`src/hw/rtl/wis_pkg.sv`:
```
// package for the weighted index select unit: field widths, register and request codes,
// controller/datapath command and status structs
// no dependencies
`default_nettype none

package wis_pkg;

	// parameter defaults
	localparam int MAX_ENTRIES_DEF = 16;
	localparam int WEIGHT_BITS_DEF = 16;

	// fixed field widths
	localparam int ENTRY_IDX_W = 4;
	localparam int WEIGHT_W    = 16;
	localparam int TOTAL_W     = 20;
	localparam int EIU_W       = 5;
	localparam int CFG_IDX_W   = 2;
	localparam int CFG_DATA_W  = 20;

	localparam logic [TOTAL_W-1:0] TOTAL_MAX = {TOTAL_W{1'b1}};

	// configuration register indexes
	localparam logic [CFG_IDX_W-1:0] REG_ENTRIES_IN_USE = 2'd0;
	localparam logic [CFG_IDX_W-1:0] REG_ALLOW_DUP      = 2'd1;
	localparam logic [CFG_IDX_W-1:0] REG_TOTAL_OVR      = 2'd2;

	// configuration reset values
	localparam logic [EIU_W-1:0]   EIU_RST = 5'd1;
	localparam logic               DUP_RST = 1'b1;
	localparam logic [TOTAL_W-1:0] OVR_RST = '0;

	// request codes
	localparam logic REQ_LOAD = 1'b0;
	localparam logic REQ_DRAW = 1'b1;

	typedef struct packed {
		logic capture;  // latch the accepted request
		logic write;    // write the load weight, clear removal marks
		logic rd_en;    // read one table entry
		logic proc;     // process the entry in the read stage
		logic emit;     // load the result register
	} ctl_cmd_t;

	typedef struct packed {
		logic override_nz;  // total override register is nonzero
		logic hit;          // draw entry in the read stage is a hit
		logic data_vld;     // read stage holds an entry
	} ctl_sts_t;

endpackage

`default_nettype wire

```
`src/hw/rtl/weighted_index_select_unit.sv`:
```
// top level of the weighted index select unit (roulette-wheel selection)
// depends on wis_pkg, wis_ctrl, wis_dpath
//
//   channel | handshake             | payload
//   --------+-----------------------+-------------------------------------------------
//   req     | req_valid, req_stall  | req_type, entry_index, weight, random_value
//   rsp     | rsp_valid, rsp_stall  | found, chosen_index, remaining_total
//   cfg     | cfg_valid, cfg_ready  | cfg_index, cfg_data
//
// one request at a time; the weight memory is scanned one entry per cycle through
// its single registered read port, over min(entries_in_use, MAX_ENTRIES) entries
// a load writes its weight, sums the table unless the override is nonzero, then emits
// a draw scans the table and stops early on the hit entry
// reset clears state, removal marks and per-entry valid bits and sets config to its
// reset values; unwritten entries read as zero weight, so no clearing pass is needed
// the result register lets the next request be taken while a result waits on rsp_stall
`default_nettype none

module weighted_index_select_unit #(
	parameter int MAX_ENTRIES = wis_pkg::MAX_ENTRIES_DEF,
	parameter int WEIGHT_BITS = wis_pkg::WEIGHT_BITS_DEF
) (
	input  wire logic                                clk,
	input  wire logic                                arst_n,
	// request channel
	input  wire logic                                req_valid,
	output logic                                     req_stall,
	input  wire logic                                req_type,
	input  wire logic [wis_pkg::ENTRY_IDX_W-1:0]     entry_index,
	input  wire logic [wis_pkg::WEIGHT_W-1:0]        weight,
	input  wire logic [wis_pkg::TOTAL_W-1:0]         random_value,
	// result channel
	output logic                                     rsp_valid,
	input  wire logic                                rsp_stall,
	output logic                                     found,
	output logic [wis_pkg::ENTRY_IDX_W-1:0]          chosen_index,
	output logic [wis_pkg::TOTAL_W-1:0]              remaining_total,
	// configuration write channel
	input  wire logic                                cfg_valid,
	output logic                                     cfg_ready,
	input  wire logic [wis_pkg::CFG_IDX_W-1:0]       cfg_index,
	input  wire logic [wis_pkg::CFG_DATA_W-1:0]      cfg_data
);

	localparam int AW = (MAX_ENTRIES > 1) ? $clog2(MAX_ENTRIES) : 1;
	localparam int CW = $clog2(MAX_ENTRIES + 1);

	wis_pkg::ctl_cmd_t cmd;
	wis_pkg::ctl_sts_t sts;
	logic [CW-1:0]     active_cnt;
	logic [AW-1:0]     rd_addr;
	logic              cfg_we;

	// config writes are always taken; the sender must issue them only while the unit is idle; the unit does not check
	assign cfg_ready = 1'b1;
	assign cfg_we    = cfg_valid && cfg_ready;

	// state machine: idle, weight write, table scan, result hand-off
	wis_ctrl #(
		.MAX_ENTRIES(MAX_ENTRIES)
	) u_ctrl (
		.clk        (clk),
		.arst_n     (arst_n),
		.req_valid  (req_valid),
		.req_type   (req_type),
		.req_stall  (req_stall),
		.rsp_valid  (rsp_valid),
		.rsp_stall  (rsp_stall),
		.sts        (sts),
		.active_cnt (active_cnt),
		.cmd        (cmd),
		.rd_addr    (rd_addr)
	);

	// weight memory, marks, accumulator, running total and result register
	wis_dpath #(
		.MAX_ENTRIES(MAX_ENTRIES),
		.WEIGHT_BITS(WEIGHT_BITS)
	) u_dpath (
		.clk             (clk),
		.arst_n          (arst_n),
		.cmd             (cmd),
		.sts             (sts),
		.active_cnt      (active_cnt),
		.rd_addr         (rd_addr),
		.cfg_we          (cfg_we),
		.cfg_index       (cfg_index),
		.cfg_data        (cfg_data),
		.req_type        (req_type),
		.entry_index     (entry_index),
		.weight          (weight),
		.random_value    (random_value),
		.found           (found),
		.chosen_index    (chosen_index),
		.remaining_total (remaining_total)
	);

endmodule

`default_nettype wire

```
`src/hw/rtl/wis_ctrl.sv`:
```
// controller state machine for the weighted index select unit
// depends on wis_pkg
`default_nettype none

module wis_ctrl #(
	parameter int MAX_ENTRIES = wis_pkg::MAX_ENTRIES_DEF,
	localparam int AW = (MAX_ENTRIES > 1) ? $clog2(MAX_ENTRIES) : 1,
	localparam int CW = $clog2(MAX_ENTRIES + 1)
) (
	input  wire logic              clk,
	input  wire logic              arst_n,
	input  wire logic              req_valid,
	input  wire logic              req_type,
	output logic                   req_stall,
	output logic                   rsp_valid,
	input  wire logic              rsp_stall,
	input  wire wis_pkg::ctl_sts_t sts,
	input  wire logic [CW-1:0]     active_cnt,
	output wis_pkg::ctl_cmd_t      cmd,
	output logic [AW-1:0]          rd_addr
);

	localparam logic [1:0] ST_IDLE  = 2'd0;
	localparam logic [1:0] ST_WRITE = 2'd1;
	localparam logic [1:0] ST_SCAN  = 2'd2;
	localparam logic [1:0] ST_DONE  = 2'd3;

	logic [1:0]    state_q, state_n;
	logic [CW-1:0] issue_q, issue_n;
	logic          rsp_valid_q;

	assign rd_addr   = issue_q[AW-1:0];
	assign req_stall = (state_q != ST_IDLE);
	assign rsp_valid = rsp_valid_q;

	always_comb begin
		cmd     = '0;
		state_n = state_q;
		issue_n = issue_q;
		unique case (state_q)
			ST_IDLE: begin
				if (req_valid) begin
					cmd.capture = 1'b1;
					issue_n     = '0;
					state_n     = (req_type == wis_pkg::REQ_LOAD) ? ST_WRITE : ST_SCAN;
				end
			end
			ST_WRITE: begin
				cmd.write = 1'b1;
				state_n   = sts.override_nz ? ST_DONE : ST_SCAN;
			end
			ST_SCAN: begin
				cmd.proc = 1'b1;
				priority if (sts.hit && sts.data_vld) begin
					state_n = ST_DONE;
				end else if (issue_q != active_cnt) begin
					cmd.rd_en = 1'b1;
					issue_n   = issue_q + 1'b1;
				end else if (!sts.data_vld) begin
					state_n = ST_DONE;
				end
			end
			ST_DONE: begin
				if (!rsp_valid_q || !rsp_stall) begin
					cmd.emit = 1'b1;
					state_n  = ST_IDLE;
				end
			end
			default: begin
				state_n = ST_IDLE;
			end
		endcase
	end

	always_ff @(posedge clk or negedge arst_n) begin
		if (!arst_n) begin
			state_q     <= ST_IDLE;
			issue_q     <= '0;
			rsp_valid_q <= 1'b0;
		end else begin
			state_q <= state_n;
			issue_q <= issue_n;
			if (cmd.emit) begin
				rsp_valid_q <= 1'b1;
			end else if (!rsp_stall) begin
				rsp_valid_q <= 1'b0;
			end
		end
	end

endmodule

`default_nettype wire

```
`src/hw/rtl/wis_dpath.sv`:
```
// datapath for the weighted index select unit: config registers, weight memory,
// removal marks, scan accumulator, running total and result register
// depends on wis_pkg
`default_nettype none

module wis_dpath #(
	parameter int MAX_ENTRIES = wis_pkg::MAX_ENTRIES_DEF,
	parameter int WEIGHT_BITS = wis_pkg::WEIGHT_BITS_DEF,
	localparam int AW = (MAX_ENTRIES > 1) ? $clog2(MAX_ENTRIES) : 1,
	localparam int CW = $clog2(MAX_ENTRIES + 1),
	localparam int WB = (WEIGHT_BITS < wis_pkg::WEIGHT_W) ? WEIGHT_BITS : wis_pkg::WEIGHT_W
) (
	input  wire logic                                clk,
	input  wire logic                                arst_n,
	input  wire wis_pkg::ctl_cmd_t                   cmd,
	output wis_pkg::ctl_sts_t                        sts,
	output logic [CW-1:0]                            active_cnt,
	input  wire logic [AW-1:0]                       rd_addr,
	input  wire logic                                cfg_we,
	input  wire logic [wis_pkg::CFG_IDX_W-1:0]       cfg_index,
	input  wire logic [wis_pkg::CFG_DATA_W-1:0]      cfg_data,
	input  wire logic                                req_type,
	input  wire logic [wis_pkg::ENTRY_IDX_W-1:0]     entry_index,
	input  wire logic [wis_pkg::WEIGHT_W-1:0]        weight,
	input  wire logic [wis_pkg::TOTAL_W-1:0]         random_value,
	output logic                                     found,
	output logic [wis_pkg::ENTRY_IDX_W-1:0]          chosen_index,
	output logic [wis_pkg::TOTAL_W-1:0]              remaining_total
);

	localparam int TW = wis_pkg::TOTAL_W;
	localparam int IW = wis_pkg::ENTRY_IDX_W;

	// configuration
	logic [wis_pkg::EIU_W-1:0] cfg_eiu_q;
	logic                      cfg_dup_q;
	logic [TW-1:0]             cfg_ovr_q;

	// captured request
	logic          op_load_q;
	logic [IW-1:0] widx_q;
	logic [WB-1:0] wval_q;

	// scan state
	logic [TW-1:0]          acc_q;
	logic [TW-1:0]          total_q;
	logic                   found_q;
	logic [IW-1:0]          chosen_q;
	logic [MAX_ENTRIES-1:0] rem_q;
	logic [MAX_ENTRIES-1:0] ent_vld_q;

	// weight memory and read stage
	logic [WB-1:0] mem [MAX_ENTRIES];
	logic [WB-1:0] rd_data_s1;
	logic          ent_vld_s1;
	logic          data_vld_s1;
	logic [AW-1:0] idx_s1;

	// result register
	logic          rsp_found_q;
	logic [IW-1:0] rsp_index_q;
	logic [TW-1:0] rsp_total_q;

	logic [AW+IW-1:0] wr_addr_ext;
	logic [AW-1:0]    wr_addr;
	logic             wr_in_range;
	logic [AW+IW-1:0] chosen_ext;
	logic [TW-1:0]    w_eff;
	logic [TW:0]      sum_wide;
	logic             entry_rem;
	logic             raw_hit;
	logic             do_proc;
	logic [TW-1:0]    new_total;

	always_comb begin
		if (32'(cfg_eiu_q) > MAX_ENTRIES) begin
			active_cnt = CW'(MAX_ENTRIES);
		end else begin
			active_cnt = CW'(cfg_eiu_q);
		end
	end

	assign wr_addr_ext = (AW + IW)'(widx_q);
	assign wr_addr     = wr_addr_ext[AW-1:0];
	assign wr_in_range = (32'(widx_q) < MAX_ENTRIES);
	assign chosen_ext  = (AW + IW)'(idx_s1);

	assign w_eff     = ent_vld_s1 ? TW'(rd_data_s1) : '0;
	assign sum_wide  = {1'b0, acc_q} + {1'b0, w_eff};
	assign entry_rem = rem_q[idx_s1];
	assign raw_hit   = !op_load_q && !entry_rem && (acc_q < w_eff);
	assign do_proc   = cmd.proc && data_vld_s1;
	assign new_total = op_load_q ? ((cfg_ovr_q != '0) ? cfg_ovr_q : acc_q) : total_q;

	assign sts.override_nz = (cfg_ovr_q != '0);
	assign sts.hit         = raw_hit;
	assign sts.data_vld    = data_vld_s1;

	assign found           = rsp_found_q;
	assign chosen_index    = rsp_index_q;
	assign remaining_total = rsp_total_q;

	// config registers and control state
	always_ff @(posedge clk or negedge arst_n) begin
		if (!arst_n) begin
			cfg_eiu_q   <= wis_pkg::EIU_RST;
			cfg_dup_q   <= wis_pkg::DUP_RST;
			cfg_ovr_q   <= wis_pkg::OVR_RST;
			total_q     <= '0;
			rem_q       <= '0;
			ent_vld_q   <= '0;
			data_vld_s1 <= 1'b0;
		end else begin
			if (cfg_we) begin
				unique case (cfg_index)
					wis_pkg::REG_ENTRIES_IN_USE: cfg_eiu_q <= cfg_data[wis_pkg::EIU_W-1:0];
					wis_pkg::REG_ALLOW_DUP:      cfg_dup_q <= cfg_data[0];
					wis_pkg::REG_TOTAL_OVR:      cfg_ovr_q <= cfg_data[TW-1:0];
					default: begin
					end
				endcase
			end
			data_vld_s1 <= cmd.rd_en;
			if (cmd.write) begin
				rem_q <= '0;
				if (wr_in_range) begin
					ent_vld_q[wr_addr] <= 1'b1;
				end
			end
			if (do_proc && raw_hit && !cfg_dup_q) begin
				rem_q[idx_s1] <= 1'b1;
				total_q       <= (w_eff >= total_q) ? '0 : total_q - w_eff;
			end
			if (cmd.emit) begin
				total_q <= new_total;
			end
		end
	end

	// weight memory, one write and one registered read port
	always_ff @(posedge clk) begin
		if (cmd.write && wr_in_range) begin
			mem[wr_addr] <= wval_q;
		end
		rd_data_s1 <= mem[rd_addr];
	end

	// payload registers
	always_ff @(posedge clk) begin
		ent_vld_s1 <= ent_vld_q[rd_addr];
		idx_s1     <= rd_addr;
		if (cmd.capture) begin
			op_load_q <= (req_type == wis_pkg::REQ_LOAD);
			widx_q    <= entry_index;
			wval_q    <= weight[WB-1:0];
			acc_q     <= (req_type == wis_pkg::REQ_LOAD) ? '0 : random_value;
			found_q   <= 1'b0;
			chosen_q  <= '0;
		end else if (do_proc) begin
			if (op_load_q) begin
				// saturating weight sum
				acc_q <= sum_wide[TW] ? wis_pkg::TOTAL_MAX : sum_wide[TW-1:0];
			end else if (raw_hit) begin
				found_q  <= 1'b1;
				chosen_q <= chosen_ext[IW-1:0];
			end else if (!entry_rem) begin
				acc_q <= acc_q - w_eff;
			end
		end
		if (cmd.emit) begin
			rsp_found_q <= found_q;
			rsp_index_q <= chosen_q;
			rsp_total_q <= new_total;
		end
	end

endmodule

`default_nettype wire

```
`config.mk`:
```
export PLATFORM = sky130hd
export DESIGN_NAME = weighted_index_select_unit
export DESIGN_NICKNAME = d
export VERILOG_FILES = /design/src/hw/rtl/wis_pkg.sv /design/src/hw/rtl/weighted_index_select_unit.sv /design/src/hw/rtl/wis_ctrl.sv /design/src/hw/rtl/wis_dpath.sv
export SDC_FILE = /design/constraint.sdc
export NUM_CORES = 1
export LEC_CHECK = 0
export BUFFER_PORTS_ARGS = -buffer_cell sky130_fd_sc_hd__buf_2
export CAP_MARGIN = 20
export CORE_AREA = 8 8 288 290
export DETAILED_ROUTE_END_ITERATION = 10
export DIE_AREA = 0 0 296 298
export PLACE_DENSITY = 0.44
export SYNTH_ARGS = -nofsm -noshare
export SYNTH_HDL_FRONTEND = slang
export SYNTH_SLANG_ARGS = --single-unit
```
`constraint.sdc`:
```
create_clock -name clk -period 7.4 [get_ports clk]
set_input_delay 0.74 -clock clk [delete_from_list [all_inputs] [get_ports clk]]
set_output_delay 0.74 -clock clk [all_outputs]
set_load 0.05 [all_outputs]
```
==> flow_summary_export.csv <==
group,metric,value,unit
cts,cts_tree,"done",
worst_setup_path,cp.required,7.92,ns
sta,finalSetupViolations,0,
placement,dp_hpwl,36220,um
cts,cts_sinks,435,
cts,cts_buffers,47,
layout,final_common_cell,"edfxtp_1",
detailed_routing,drt_iter0_markers,930,
worst_setup_path,ff2ff_setup_slack,2.57,ns
synth,ys_types,68,
worst_setup_path,worstSetupEndpoint,"u_dpath.total_q[0]",
synth,ys_seq_elements,435,
sta,final.setup.worst_slack,2.568,ns
detailed_routing,wirelength,54800,um
sta,post-route-min-period,4.832,ns
synth,synth.cell_area,19340,sq um
sta,fin_skew,0.04124,ns
synth,synth_cells,1339,
cts,clock_latency,0.60,ns
detailed_routing,vias,11640,
detailed_routing,wl_met3,2643,um
layout,syn2layout_area_growth,17.04,%
worst_setup_path,worst-r2r-cell-count,13,
cts,postCtsSetupBuffers,0,
worst_setup_path,critPathLaunchType,"register",
sta,slew_headroom,30.22,%
cts,path_clk_slew,0.06,ns
layout,final_util,28.89,%
worst_hold_path,hp-class,"input pin to async pin",
run,cap_violations,0,
grt,grt_first_pass_wirelength,81820,um
detailed_routing,wl_per_cell,21.69,um
sta,fmax,0.2070,GHz
detailed_routing,ant_nets,0,
detailed_routing,drc,0,
detailed_routing,drtPass1Iterations,5,
layout,layout_common_cells,"322 x edfxtp_1, 98 x a21oi_1, 93 x buf_2, 90 x mux4_2, 85 x nor2_1",
synth,synth_ff_type,"edfxtp_1",
sta,hold_viol_final,0,
cts,cts_max_path_buffers,3,
placement,port_buffers,94,
synth,synth-edff-count,322,
floorplan,rows,103,
detailed_routing,wl_met2,26390,um
power,powerDensity,397.6,nW/um^2
sta,slew_violations,0,
floorplan,start_util,24.69,%
sta,min_period_over_period,65.30,%
floorplan,core_area,78360,sq um
synth,ys_seq_area_share,63.95,%
cts,cts_resized,0,
worst_setup_path,crit_start,"u_dpath.ent_vld_s1",
power,ir_drop,203.7,uV
layout,fin_nets,1561,
floorplan,dieArea,88210,sq um
grt,gr-total-overflow,0,
floorplan,design.portCount,96,
synth,synth_warnings,0,
sta,setup_tns,0,ns
worst_setup_path,r2r-start,"u_dpath.ent_vld_s1",
placement,pre_cts_slack,2.547,ns
grt,grt_max_degree,73,
layout,drive_gt1_share,23.00,%
detailed_routing,top_layer_used,"met4",
synth,postSynthAreaPerCell,14.45,sq um
placement,globalplace.congestion,0.8416,
detailed_routing,met1_length,24440,um
cts,clock_tree.root_cell,"clkbuf_16",
worst_setup_path,regToRegEndpoint,"u_dpath.total_q[0]",
cts,h-tree-depth,2,
grt,grt_usage,12.30,%
status,status,"complete, no violations",
grt,grt_pass1_vias,12230,
grt,antenna_found_initial,5,
power,static-leakage-power,7.823,nW
floorplan,die_height,298,um
worst_setup_path,worst-path-max-fanout,16,
floorplan,fp.dieW,296,um
cts,cts_hold_buf,0,
synth,synthArstFlopShare,20.00,%
synth,synth_fp_nets,1464,
detailed_routing,vias_per_cell,4.608,
sta,rsz0062_at_grt,"no",
worst_setup_path,end_kind,"register",
sta,tightest_slew,1.046,ns
worst_setup_path,crit_type,"register to register",
worst_setup_path,arrival,5.35,ns
## synthesized netlist by cell type (4+ instances only)
library cell  count  area, sq um
o31a_1            5        43.79
or2_2            22        137.6
nand2b_1         16        100.1
o31ai_1           5        37.54
or3_1             4        25.02
a21oi_1          98        490.5
o211ai_1          4        30.03
nand3b_1          7        52.55
dfxtp_1          26        520.5
nor2_1           98        367.9
nor3_1           16        80.08
dfrtp_1          85         2127
o21a_1            4        30.03
o21bai_1          4        30.03
mux2i_1          10        100.1
xor2_1           10        87.58
buf_1            11        41.29
nand2_1          61        229.0
o22ai_1          12        75.07
nor2b_1           4        25.02
mux2_2           27        304.0
edfxtp_1        322         9669
a211o_1           5        43.79
mux4_2           90         2027
nand3_1          28        140.1
xnor2_1          25        219.0
nor4_1           10        62.56
inv_1            60        225.2
clkbuf_1         52        195.2
a221oi_1          4        35.03
or4_1             9        67.56
and3_1            4        25.02
a31oi_1          32        200.2
a211oi_1         11        82.58
o21ai_0          41        205.2
a21o_1            7        52.55
nand4_1           6        37.54
o21ai_1           6        30.03
ha_1             54        675.7
## critical path: stages, from the launching register on
cell and delay (ns):
dfxtp_1 0.71, nand2_1 0.28, inv_1 0.22, fa_1 0.22, nand2b_1 0.16, a211oi_1 0.10
or3b_1 0.44, o21ai_1 0.26, a211oi_1 0.19, or4_1 0.82, or2_0 0.53, buf_4 0.31
or3_1 0.35, a31oi_1 0.16
## worst min-delay path by stage
stage | startpoint | endpoint | slack [ns] | depth (start not counted)
after floorplan | u_ctrl.issue_q[3] | u_dpath.idx_s1[3] | 0.35 | 0
after global placement | u_dpath.found_q | u_dpath.found | 0.42 | 0
after detailed placement | u_dpath.found_q | u_dpath.found | 0.42 | 0
after CTS | arst_n | u_dpath.total_q[9] | 0.04 | 1
after global routing | arst_n | u_dpath.total_q[5] | 0.07 | 1
final | arst_n | u_dpath.total_q[5] | 0.07 | 1
## layout make-up
cell class | instances | area (sq um)
well taps | 1050 | 1314
fillers | 7993 | 55710
inverters | 63 | 236.5
diodes | 2 | 5.005
flip-flops and latches | 435 | 12370
repair buffers | 114 | 646.9
clock buffers | 65 | 1274
multi-input cells | 775 | 6590
clock inverters | 22 | 200.2
## per-layer routing
layer,vias to the layer above,global-route usage [%]
li1,5349,-
met5,-,0
met2,333,20.41
met1,5877,16.38
met3,81,2.164
met4,0,3.483
## where the power goes
| part | switching, W | total (W) | internal, W |
|---|---|---|---|
| Combinational | 0.00190 | 0.00319 | 0.00129 |
| Clock | 0.000995 | 0.00228 | 0.00128 |
| Sequential | 0.000411 | 0.00353 | 0.00312 |
| Total | 0.00331 | 0.00900 | 0.00570 |
## registers in the layout (all words and copies together), names as in the netlist
name / cells
u_dpath.found_q: 1
u_dpath.wval_q: 16
u_dpath.idx_s1: 4
u_dpath.cfg_ovr_q: 20
u_dpath.chosen_index: 4
u_dpath.ent_vld_s1: 1
u_dpath.total_q: 20
u_dpath.op_load_q: 1
u_dpath.acc_q: 20
u_dpath.rd_data_s1: 16
u_ctrl.rsp_valid: 1
u_dpath.data_vld_s1: 1
u_dpath.mem: 256
u_dpath.widx_q: 4
u_ctrl.issue_q: 5
u_dpath.remaining_total: 20
u_dpath.cfg_eiu_q: 5
u_ctrl.state_q: 2
u_dpath.chosen_q: 4
u_dpath.cfg_dup_q: 1
u_dpath.ent_vld_q: 16
u_dpath.found: 1
u_dpath.rem_q: 16
## cell families after synthesis
logic type               Yosys count  share of synthesized area (%)
flip-flops                       435                          63.95
AND/OR/NAND/NOR                  295                          7.367
AO/OA/AOI/OAI                    260                          8.176
buffers and inverters            129                          2.536
multiplexers                     127                          12.57
adder cells (fa/ha/maj)           57                          3.803
XOR/XNOR                          35                          1.585
other                              1                        0.01939
## through the flow
step	hold WS (ns)	instance area, sq um	instances	power [W]
after floorplan	0.3454	19340	1339	0.005766
after global placement	0.4216	21120	2434	0.006789
after detailed placement	0.4181	21130	2435	0.006791
after CTS	0.04082	22600	2522	0.009108
after global routing	0.06941	22640	2524	0.009576
final	0.06844	22640	2526	0.009002
Power figures use the tool's default switching activity.
